==> src/rhd_pkg.sv <==
`timescale 1ns / 1ps
`default_nettype none
// ----------------------------------------------------------------------------
// rhd_pkg
// types and constants shared by the cartridge header decoder files
// ----------------------------------------------------------------------------
package rhd_pkg;

	localparam int unsigned HDR_LEN = 16;
	localparam int unsigned SLOT_W  = 4;
	localparam int unsigned CFG_ADDR_W = 3;

	// register index is paddr[2] (byte address 4*i)
	localparam logic REG_FILE_LENGTH = 1'b0;

	localparam logic [SLOT_W-1:0] LAST_SLOT = 4'd15;

	localparam logic [3:0][7:0] SIGNATURE = {8'h1A, 8'h53, 8'h45, 8'h4E};

	localparam logic [7:0] B7_FMT_MASK = 8'h0C;
	localparam logic [7:0] B7_FMT_NES2 = 8'h08;
	localparam logic [3:0] EXP_MSB     = 4'hF;
	localparam logic [3:0] PRG_UNIT_LOG = 4'd14;
	localparam logic [3:0] CHR_UNIT_LOG = 4'd13;

	localparam logic [13:0] CHR_RAM_DEFAULT = 14'd8192;
	localparam logic [20:0] PRG_RAM_DEFAULT = 21'd8192;

	typedef enum logic [1:0] {
		FMT_ARCHAIC = 2'd0,
		FMT_INES    = 2'd1,
		FMT_NES2    = 2'd2
	} hdr_fmt_t;

	typedef logic [HDR_LEN-1:0][7:0] hdr_bytes_t;

	typedef struct packed {
		logic        status;
		logic [1:0]  header_format;
		logic [21:0] program_rom_bytes;
		logic [20:0] character_rom_bytes;
		logic [13:0] character_ram_bytes;
		logic [20:0] program_ram_bytes;
		logic [7:0]  mapper_number;
		logic [3:0]  cart_flags;
		logic        console_kind;
		logic        tv_system;
	} result_t;

endpackage
`default_nettype wire

==> src/rhd_if.sv <==
`timescale 1ns / 1ps
`default_nettype none
// ----------------------------------------------------------------------------
// rhd_if
// valid/ready channels for header bytes and decoded results
// ----------------------------------------------------------------------------
interface rhd_hdr_if;
	logic       valid;
	logic       ready;
	logic [7:0] header_byte;

	modport source (output valid, output header_byte, input ready);
	modport sink   (input valid, input header_byte, output ready);
endinterface

interface rhd_res_if;
	logic        valid;
	logic        ready;
	logic        status;
	logic [1:0]  header_format;
	logic [21:0] program_rom_bytes;
	logic [20:0] character_rom_bytes;
	logic [13:0] character_ram_bytes;
	logic [20:0] program_ram_bytes;
	logic [7:0]  mapper_number;
	logic [3:0]  cart_flags;
	logic        console_kind;
	logic        tv_system;

	modport source (
		output valid, output status, output header_format, output program_rom_bytes,
		output character_rom_bytes, output character_ram_bytes,
		output program_ram_bytes, output mapper_number, output cart_flags,
		output console_kind, output tv_system, input ready
	);
	modport sink (
		input valid, input status, input header_format, input program_rom_bytes,
		input character_rom_bytes, input character_ram_bytes,
		input program_ram_bytes, input mapper_number, input cart_flags,
		input console_kind, input tv_system, output ready
	);
endinterface
`default_nettype wire

==> src/rhd_decode.sv <==
`timescale 1ns / 1ps
`default_nettype none
// ----------------------------------------------------------------------------
// rhd_decode
// decodes a complete 16-byte header into one result
// ----------------------------------------------------------------------------
module rhd_decode (
	input  wire rhd_pkg::hdr_bytes_t hdr,
	input  wire logic [31:0]      file_length,
	output rhd_pkg::result_t      res
);
	import rhd_pkg::*;

	typedef logic [34:0] size_t;

	// sizes at or above 2^32 never fit the file, so clamp well above that
	localparam size_t SIZE_BIG = size_t'(1) << 34;

	function automatic size_t section_size(input logic [7:0] lsb, input logic [3:0] msb,
		input logic [3:0] unit_log);
		logic [5:0] e;
		logic [2:0] m;
		size_t      r;
		e = lsb[7:2];
		m = {lsb[1:0], 1'b1};
		if (msb == EXP_MSB) begin
			if (e[5]) r = SIZE_BIG;
			else r = {32'd0, m} << e[4:0];
		end else begin
			r = {23'd0, msb, lsb} << unit_log;
		end
		return r;
	endfunction

	size_t       prg_size;
	size_t       chr_size;
	logic [35:0] total;
	logic        sig_ok;
	logic        nes2;
	logic        archaic;
	hdr_fmt_t    fmt;

	always_comb begin
		sig_ok   = (hdr[3:0] == SIGNATURE);
		prg_size = section_size(hdr[4], hdr[9][3:0], PRG_UNIT_LOG);
		chr_size = section_size(hdr[5], hdr[9][7:4], CHR_UNIT_LOG);
		total    = {1'b0, prg_size} + {1'b0, chr_size} + 36'(HDR_LEN);
		nes2     = ((hdr[7] & B7_FMT_MASK) == B7_FMT_NES2) && (total <= {4'd0, file_length});
		archaic  = |(hdr[12] | hdr[13] | hdr[14] | hdr[15]);

		priority if (nes2) fmt = FMT_NES2;
		else if (archaic) fmt = FMT_ARCHAIC;
		else fmt = FMT_INES;

		res = '0;
		if (!sig_ok) begin
			res.status = 1'b1;
		end else begin
			res.header_format       = fmt;
			res.program_rom_bytes   = {hdr[4], 14'd0};
			res.character_rom_bytes = {hdr[5], 13'd0};
			res.character_ram_bytes = (hdr[5] == 8'd0) ? CHR_RAM_DEFAULT : 14'd0;
			res.cart_flags          = hdr[6][3:0];
			if (fmt == FMT_ARCHAIC) begin
				res.mapper_number = {4'd0, hdr[6][7:4]};
			end else begin
				res.program_ram_bytes = (hdr[8] == 8'd0) ? PRG_RAM_DEFAULT : {hdr[8], 13'd0};
				res.mapper_number     = {hdr[7][7:4], hdr[6][7:4]};
				res.console_kind      = hdr[7][0];
				res.tv_system         = hdr[9][0];
			end
		end
	end

endmodule
`default_nettype wire

==> src/rom_header_decoder.sv <==
`timescale 1ns / 1ps
`default_nettype none
// ----------------------------------------------------------------------------
// rom_header_decoder
// collects 16 cartridge header bytes and emits one decoded result per header
// ----------------------------------------------------------------------------
// channel   dir  handshake          carries
// hdr       in   valid/ready        header_byte, one per transaction
// res       out  valid/ready        decoded header, one per 16 input transactions
// apb       in   psel/penable       file_length at address 0
//
// one header byte per cycle; bytes go straight into the header register file
// the decode runs the cycle after the sixteenth byte and loads the result register once it is free
// input stalls only while a finished header waits and the result register is held
// reset clears the byte counter, the pending flag, the result valid and file_length
// ----------------------------------------------------------------------------
module rom_header_decoder (
	input  wire logic                          clk,
	input  wire logic                          arst_n,
	rhd_hdr_if.sink                            hdr,
	rhd_res_if.source                          res,
	input  wire logic                          psel,
	input  wire logic                          penable,
	input  wire logic                          pwrite,
	input  wire logic [rhd_pkg::CFG_ADDR_W-1:0] paddr,
	input  wire logic [31:0]                   pwdata,
	output logic      [31:0]                   prdata,
	output logic                               pready
);
	import rhd_pkg::*;

	logic [SLOT_W-1:0] byte_count_q;
	hdr_bytes_t        header_q;
	logic              last_s1;
	logic [31:0]       file_length_q;
	logic              res_valid_q;
	result_t           res_q;
	result_t           dec;
	logic              hdr_acc;
	logic              res_load;
	logic              cfg_wr;
	logic              reg_sel;

	assign reg_sel = paddr[2];
	assign pready  = 1'b1;
	assign cfg_wr  = psel & penable & pwrite & pready & (reg_sel == REG_FILE_LENGTH);
	assign prdata  = (reg_sel == REG_FILE_LENGTH) ? file_length_q : 32'd0;

	assign res_load  = last_s1 & (~res_valid_q | res.ready);
	assign hdr.ready = ~last_s1 | res_load;
	assign hdr_acc   = hdr.valid & hdr.ready;

	always_ff @(posedge clk or negedge arst_n) begin
		if (!arst_n) begin
			file_length_q <= '0;
		end else if (cfg_wr) begin
			file_length_q <= pwdata;
		end
	end

	always_ff @(posedge clk or negedge arst_n) begin
		if (!arst_n) begin
			byte_count_q <= '0;
			last_s1      <= 1'b0;
		end else begin
			if (hdr_acc) byte_count_q <= byte_count_q + SLOT_W'(1);
			if (hdr_acc && byte_count_q == LAST_SLOT) last_s1 <= 1'b1;
			else if (res_load) last_s1 <= 1'b0;
		end
	end

	always_ff @(posedge clk) begin
		if (hdr_acc) header_q[byte_count_q] <= hdr.header_byte;
	end

	rhd_decode u_decode (
		.hdr         (header_q),
		.file_length (file_length_q),
		.res         (dec)
	);

	always_ff @(posedge clk or negedge arst_n) begin
		if (!arst_n) begin
			res_valid_q <= 1'b0;
		end else if (res_load) begin
			res_valid_q <= 1'b1;
		end else if (res.ready) begin
			res_valid_q <= 1'b0;
		end
	end

	always_ff @(posedge clk) begin
		if (res_load) res_q <= dec;
	end

	assign res.valid               = res_valid_q;
	assign res.status              = res_q.status;
	assign res.header_format       = res_q.header_format;
	assign res.program_rom_bytes   = res_q.program_rom_bytes;
	assign res.character_rom_bytes = res_q.character_rom_bytes;
	assign res.character_ram_bytes = res_q.character_ram_bytes;
	assign res.program_ram_bytes   = res_q.program_ram_bytes;
	assign res.mapper_number       = res_q.mapper_number;
	assign res.cart_flags          = res_q.cart_flags;
	assign res.console_kind        = res_q.console_kind;
	assign res.tv_system           = res_q.tv_system;

	a_pending_blocks: assert property (@(posedge clk) disable iff (!arst_n)
		(last_s1 && !res_load) |-> !hdr.ready)
		else $error("header byte accepted while a finished header waits");

	a_last_sets_pending: assert property (@(posedge clk) disable iff (!arst_n)
		(hdr_acc && byte_count_q == LAST_SLOT) |=> last_s1)
		else $error("sixteenth byte did not start a decode");

	a_result_from_pending: assert property (@(posedge clk) disable iff (!arst_n)
		$rose(res_valid_q) |-> $past(last_s1))
		else $error("result appeared without a complete header");

	a_mismatch_zero: assert property (@(posedge clk) disable iff (!arst_n)
		(res_valid_q && res_q.status) |->
		(res_q.header_format == FMT_ARCHAIC && res_q.mapper_number == 8'd0 &&
		 res_q.program_rom_bytes == 22'd0 && res_q.character_ram_bytes == 14'd0))
		else $error("signature mismatch result carries nonzero fields");

endmodule
`default_nettype wire
==> src/flat_wrapper.sv <==
// flat-port wrapper written by rule: the top's interface ports become plain ports
module rom_header_decoder_flat import rhd_pkg::*;
  (clk, arst_n, psel, penable, pwrite, paddr, pwdata, prdata, pready, hdr_valid, hdr_header_byte, hdr_ready, res_valid, res_status, res_header_format, res_program_rom_bytes, res_character_rom_bytes, res_character_ram_bytes, res_program_ram_bytes, res_mapper_number, res_cart_flags, res_console_kind, res_tv_system, res_ready);
  rhd_hdr_if hdr_i ();
  rhd_res_if res_i ();
  input  wire logic clk;
  input  wire logic arst_n;
  input  wire logic psel;
  input  wire logic penable;
  input  wire logic pwrite;
  input  wire logic [rhd_pkg::CFG_ADDR_W-1:0] paddr;
  input  wire logic [31:0] pwdata;
  output logic      [31:0] prdata;
  output logic pready;
  input wire logic [$bits(hdr_i.valid)-1:0] hdr_valid;
  input wire logic [$bits(hdr_i.header_byte)-1:0] hdr_header_byte;
  output wire logic [$bits(hdr_i.ready)-1:0] hdr_ready;
  output wire logic [$bits(res_i.valid)-1:0] res_valid;
  output wire logic [$bits(res_i.status)-1:0] res_status;
  output wire logic [$bits(res_i.header_format)-1:0] res_header_format;
  output wire logic [$bits(res_i.program_rom_bytes)-1:0] res_program_rom_bytes;
  output wire logic [$bits(res_i.character_rom_bytes)-1:0] res_character_rom_bytes;
  output wire logic [$bits(res_i.character_ram_bytes)-1:0] res_character_ram_bytes;
  output wire logic [$bits(res_i.program_ram_bytes)-1:0] res_program_ram_bytes;
  output wire logic [$bits(res_i.mapper_number)-1:0] res_mapper_number;
  output wire logic [$bits(res_i.cart_flags)-1:0] res_cart_flags;
  output wire logic [$bits(res_i.console_kind)-1:0] res_console_kind;
  output wire logic [$bits(res_i.tv_system)-1:0] res_tv_system;
  input wire logic [$bits(res_i.ready)-1:0] res_ready;
  assign hdr_i.valid = hdr_valid;
  assign hdr_i.header_byte = hdr_header_byte;
  assign hdr_ready = hdr_i.ready;
  assign res_valid = res_i.valid;
  assign res_status = res_i.status;
  assign res_header_format = res_i.header_format;
  assign res_program_rom_bytes = res_i.program_rom_bytes;
  assign res_character_rom_bytes = res_i.character_rom_bytes;
  assign res_character_ram_bytes = res_i.character_ram_bytes;
  assign res_program_ram_bytes = res_i.program_ram_bytes;
  assign res_mapper_number = res_i.mapper_number;
  assign res_cart_flags = res_i.cart_flags;
  assign res_console_kind = res_i.console_kind;
  assign res_tv_system = res_i.tv_system;
  assign res_i.ready = res_ready;
  rom_header_decoder u_core (.clk(clk), .arst_n(arst_n), .hdr(hdr_i), .res(res_i), .psel(psel), .penable(penable), .pwrite(pwrite), .paddr(paddr), .pwdata(pwdata), .prdata(prdata), .pready(pready));
endmodule
==> config.mk <==
export PLATFORM = sky130hd
export DESIGN_NAME = rom_header_decoder_flat
export DESIGN_NICKNAME = d
export VERILOG_FILES = /design/src/rhd_pkg.sv /design/src/rhd_if.sv /design/src/rhd_decode.sv /design/src/rom_header_decoder.sv /design/src/flat_wrapper.sv
export SDC_FILE = /design/constraint.sdc
export NUM_CORES = 1
export LEC_CHECK = 0
export BUFFER_PORTS_ARGS = -buffer_cell sky130_fd_sc_hd__buf_2
export CAP_MARGIN = 10
export CORE_MARGIN = 1.5
export CORE_UTILIZATION = 52
export DETAILED_ROUTE_END_ITERATION = 10
export PLACE_DENSITY = 0.77
export REMOVE_ABC_BUFFERS = 1
export SLEW_MARGIN = 0
export SYNTH_ARGS = -nofsm -noshare
export SYNTH_HDL_FRONTEND = slang
export SYNTH_SLANG_ARGS = --single-unit
==> constraint.sdc <==
create_clock -name clk -period 6.45 [get_ports clk]
set_input_delay 1.29 -clock clk [delete_from_list [all_inputs] [get_ports clk]]
set_output_delay 1.29 -clock clk [all_outputs]
set_load 0.005 [all_outputs]
==> flow_summary_export.csv <==
group,metric,value,unit
outcome,status,"finished clean",
global_route,grt_overflow_total,0,
layout,stdcell_area,13500,um^2
synth,async_reset_ff_share,19.9,%
synth,synth_area_leaders,"edfxtp_1, ha_1, dfrtp_1",
layout,final_layout_size_suffix_gt1_share,27.3,%
worst_setup_path,critPathArrivalTime,6.39,ns
place,gp_congestion,0.911,
drt,wl,26.5,mm
clock_network,clock_sinks,191,
worst_setup_path,cpMaxStageDelayCell,"a2111oi_2",
synth,synth_common_cells,"edfxtp_1, nor2_1, ha_1, nand2_1, a21oi_1",
pwr,power_density,259,nW/um^2
timing,hold_viol,0,
place,port_buffers,123,
synth,ys_warn_count,0,
floorplanning,dieArea,22500,um^2
worst_setup_path,worst_setup_path_start_kind,"flop",
worst_setup_path,cp.required,6.65,ns
timing,finalMaxSlewViolations,0,
place,placed_area,12600,um^2
global_route,grt_usage,23.7,%
pwr,p_leak,0.00580,uW
pwr,vdd_drop_max,0.000255,V
floorplanning,coreArea,21200,um^2
synth,synth.cell_area,11300,um^2
place,dpl.hpwl,19.4,mm
floorplanning,std_cell_rows,53,
timing,max_freq,0.162,GHz
clock_network,cts_tree,"yes",
floorplanning,floorplan.initialDensity,53.2,%
clock_network,clk_pin_slew,0.08,ns
floorplanning,ios,180,
timing,hold_slack,0.507,ns
drt,dr.pass1.iters,5,
layout,areaGrowthSynthToFinish,20.2,%
clock_network,cts_root_buffer,"clkbuf_16",
place,dp_slack,-0.303,ns
timing,min_period,6.19,ns
synth,yosysMostFrequentCell,"edfxtp_1",
clock_network,clock_latency,0.44,ns
global_route,grt_pass1_vias,8242,
worst_setup_path,path_class,"reg -> reg",
clock_network,cts_hold_buffers,0,
timing,tightestPinTransition,1.04,ns
floorplanning,dieWidth,150,um
timing,post-route-period-util,96.0,%
worst_setup_path,critPathMaxFanout,7,
synth,ys_seq_area_share,49.3,%
timing,finalSetupViolCount,0,
clock_network,cts-buffers-inserted,17,
clock_network,cts_max_path_buffers,2,
timing,fin_skew,0.0132,ns
global_route,antenna_found_initial,0,
drt,vias,8532,
layout,diodes,0,
layout,layout.nets,1409,
global_route,grt_max_degree,43,
synth,synthDistinctLibCells,67,
synth,syn_avg_cell_area,10.7,um^2
worst_setup_path,end_kind,"flop",
synth,synth_top_area_cell,"edfxtp_1",
drt,initialDrtViolationCount,783,
synth,synth_top_area_share,40.8,%
floorplanning,die_height,150,um
drt,via_per_inst,5.54,
global_route,grt_pass1_wl,41.3,mm
worst_setup_path,crit_path_max_incr_delay,0.45,ns
synth,ys_dominant_reg_cell,"edfxtp_1",
drt,ant_nets,0,
drt,wl_per_cell,17.2,um
drt,drc,0,
synth,synth-edff-count,153,
synth,ys_ff_latch,191,
timing,worst_slew_margin_rel,30.9,%
flow_run,drv_cap,0,
clock_network,htreeDepth,4,
synth,synthCells,1049,
timing,worst_slack,0.261,ns
worst_hold_path,min_path_type,"reg -> reg",
-- logic make-up after synthesis --
logic type,share of synthesized area [%]
flops,49.3
compound gates,10.0
simple gates,15.3
fa+ha+maj,11.9
xor+xnor,2.72
buf+inv,7.14
other cells,0.0667
mux,3.58
-- worst max-delay path: cells and delay by family, from the launching register on --
family,cells,cell delay [ns]
xor+xnor,1,0.14
flops,1,0.35
buf+inv,4,0.72
fa+ha+maj,3,0.92
simple gates,10,1.70
compound gates,10,2.07
-- cell usage in the layout, fill, tap and decap left out, drive strengths merged, types with 38 or more instances in the layout --
| master | n |
|---|---|
| a21oi | 64 |
| o21ai | 43 |
| edfxtp | 153 |
| ha | 105 |
| dfrtp | 38 |
| inv | 70 |
| nor2 | 108 |
| nand2 | 66 |
| conb | 54 |
| buf | 225 |
-- area by class of cell --
| cell class | count | area (um^2) |
|---|---|---|
| clock buffer | 17 | 425 |
| clock inverter | 15 | 215 |
| fill | 1663 | 7630 |
| inverter | 61 | 229 |
| multi-input combinational | 755 | 5330 |
| sequential | 191 | 5550 |
| tap | 275 | 344 |
| timing repair buffer | 227 | 1440 |
-- state kept, by name, summed over array words and instances (netlist names), 2 cells and up --
| name | cells |
|---|---|
| u_core.res.header_format | 2 |
| u_core.res.program_ram_bytes | 8 |
| u_core.res.cart_flags | 4 |
| u_core.res.mapper_number | 8 |
| u_core.res.character_rom_bytes | 8 |
| u_core.byte_count_q | 4 |
| u_core.header_q | 111 |
| u_core.res.program_rom_bytes | 8 |
| u_core.file_length_q | 32 |
-- where the power goes --
group	switching (uW)	internal, uW	total, uW
combinational	465	343	808
sequential	78.1	1490	1560
clock	576	548	1120
total	1120	2380	3500
-- through the flow --
stage | TNS, ns | std cells | total power [uW] | utilization [%]
after floorplan | 0 | 1007 | 2040 | -
after global placement | -4.44 | 1499 | 2320 | 59.4
after detailed placement | -4.10 | 1499 | 2350 | 59.4
after CTS | 0 | 1532 | 3490 | 62.7
after global routing | -0.0426 | 1541 | 3670 | 63.9
final | 0 | 1541 | 3500 | 63.9
-- layer usage --
| layer | vias to the layer above | wire length [um] | GRT usage [%] |
|---|---|---|---|
| li1 | 4096 | - | - |
| met1 | 4098 | 11300 | 31.5 |
| met2 | 310 | 13300 | 40.4 |
| met3 | 28 | 1530 | 4.21 |
| met4 | 0 | 345 | 5.78 |
| met5 | - | 0 | 0 |
-- final timing paths --
path	startpoint	end	slack (ns)	depth (start not counted)
worst max-delay path	u_core.header_q[79]$_DFFE_PP_	u_core.res.program_ram_bytes[13]$_SDFFCE_PP0P_	0.26	28
worst min-delay path	u_core.file_length_q[31]$_DFFE_PN0P_	u_core.file_length_q[31]$_DFFE_PN0P_	0.51	1
worst max register to register	u_core.header_q[79]$_DFFE_PP_	u_core.res.program_ram_bytes[13]$_SDFFCE_PP0P_	0.26	28
worst min register to register	u_core.file_length_q[31]$_DFFE_PN0P_	u_core.file_length_q[31]$_DFFE_PN0P_	0.51	1
max in group asynchronous	arst_n	u_core.byte_count_q[1]$_DFFE_PN0P_	4.87	1
min in group asynchronous	arst_n	u_core.file_length_q[5]$_DFFE_PN0P_	0.97	1
-- what timing repair did --
| item | CTS | global route |
|---|---|---|
| pin swaps | 2 | 18 |
| gates resized for setup | 9 | 40 |
| setup buffers | 1 | 7 |
| cloned | 0 | 1 |
| endpoints found under the setup margin | 16 | 16 |
Note: power is estimated with default switching activity, not from simulation.
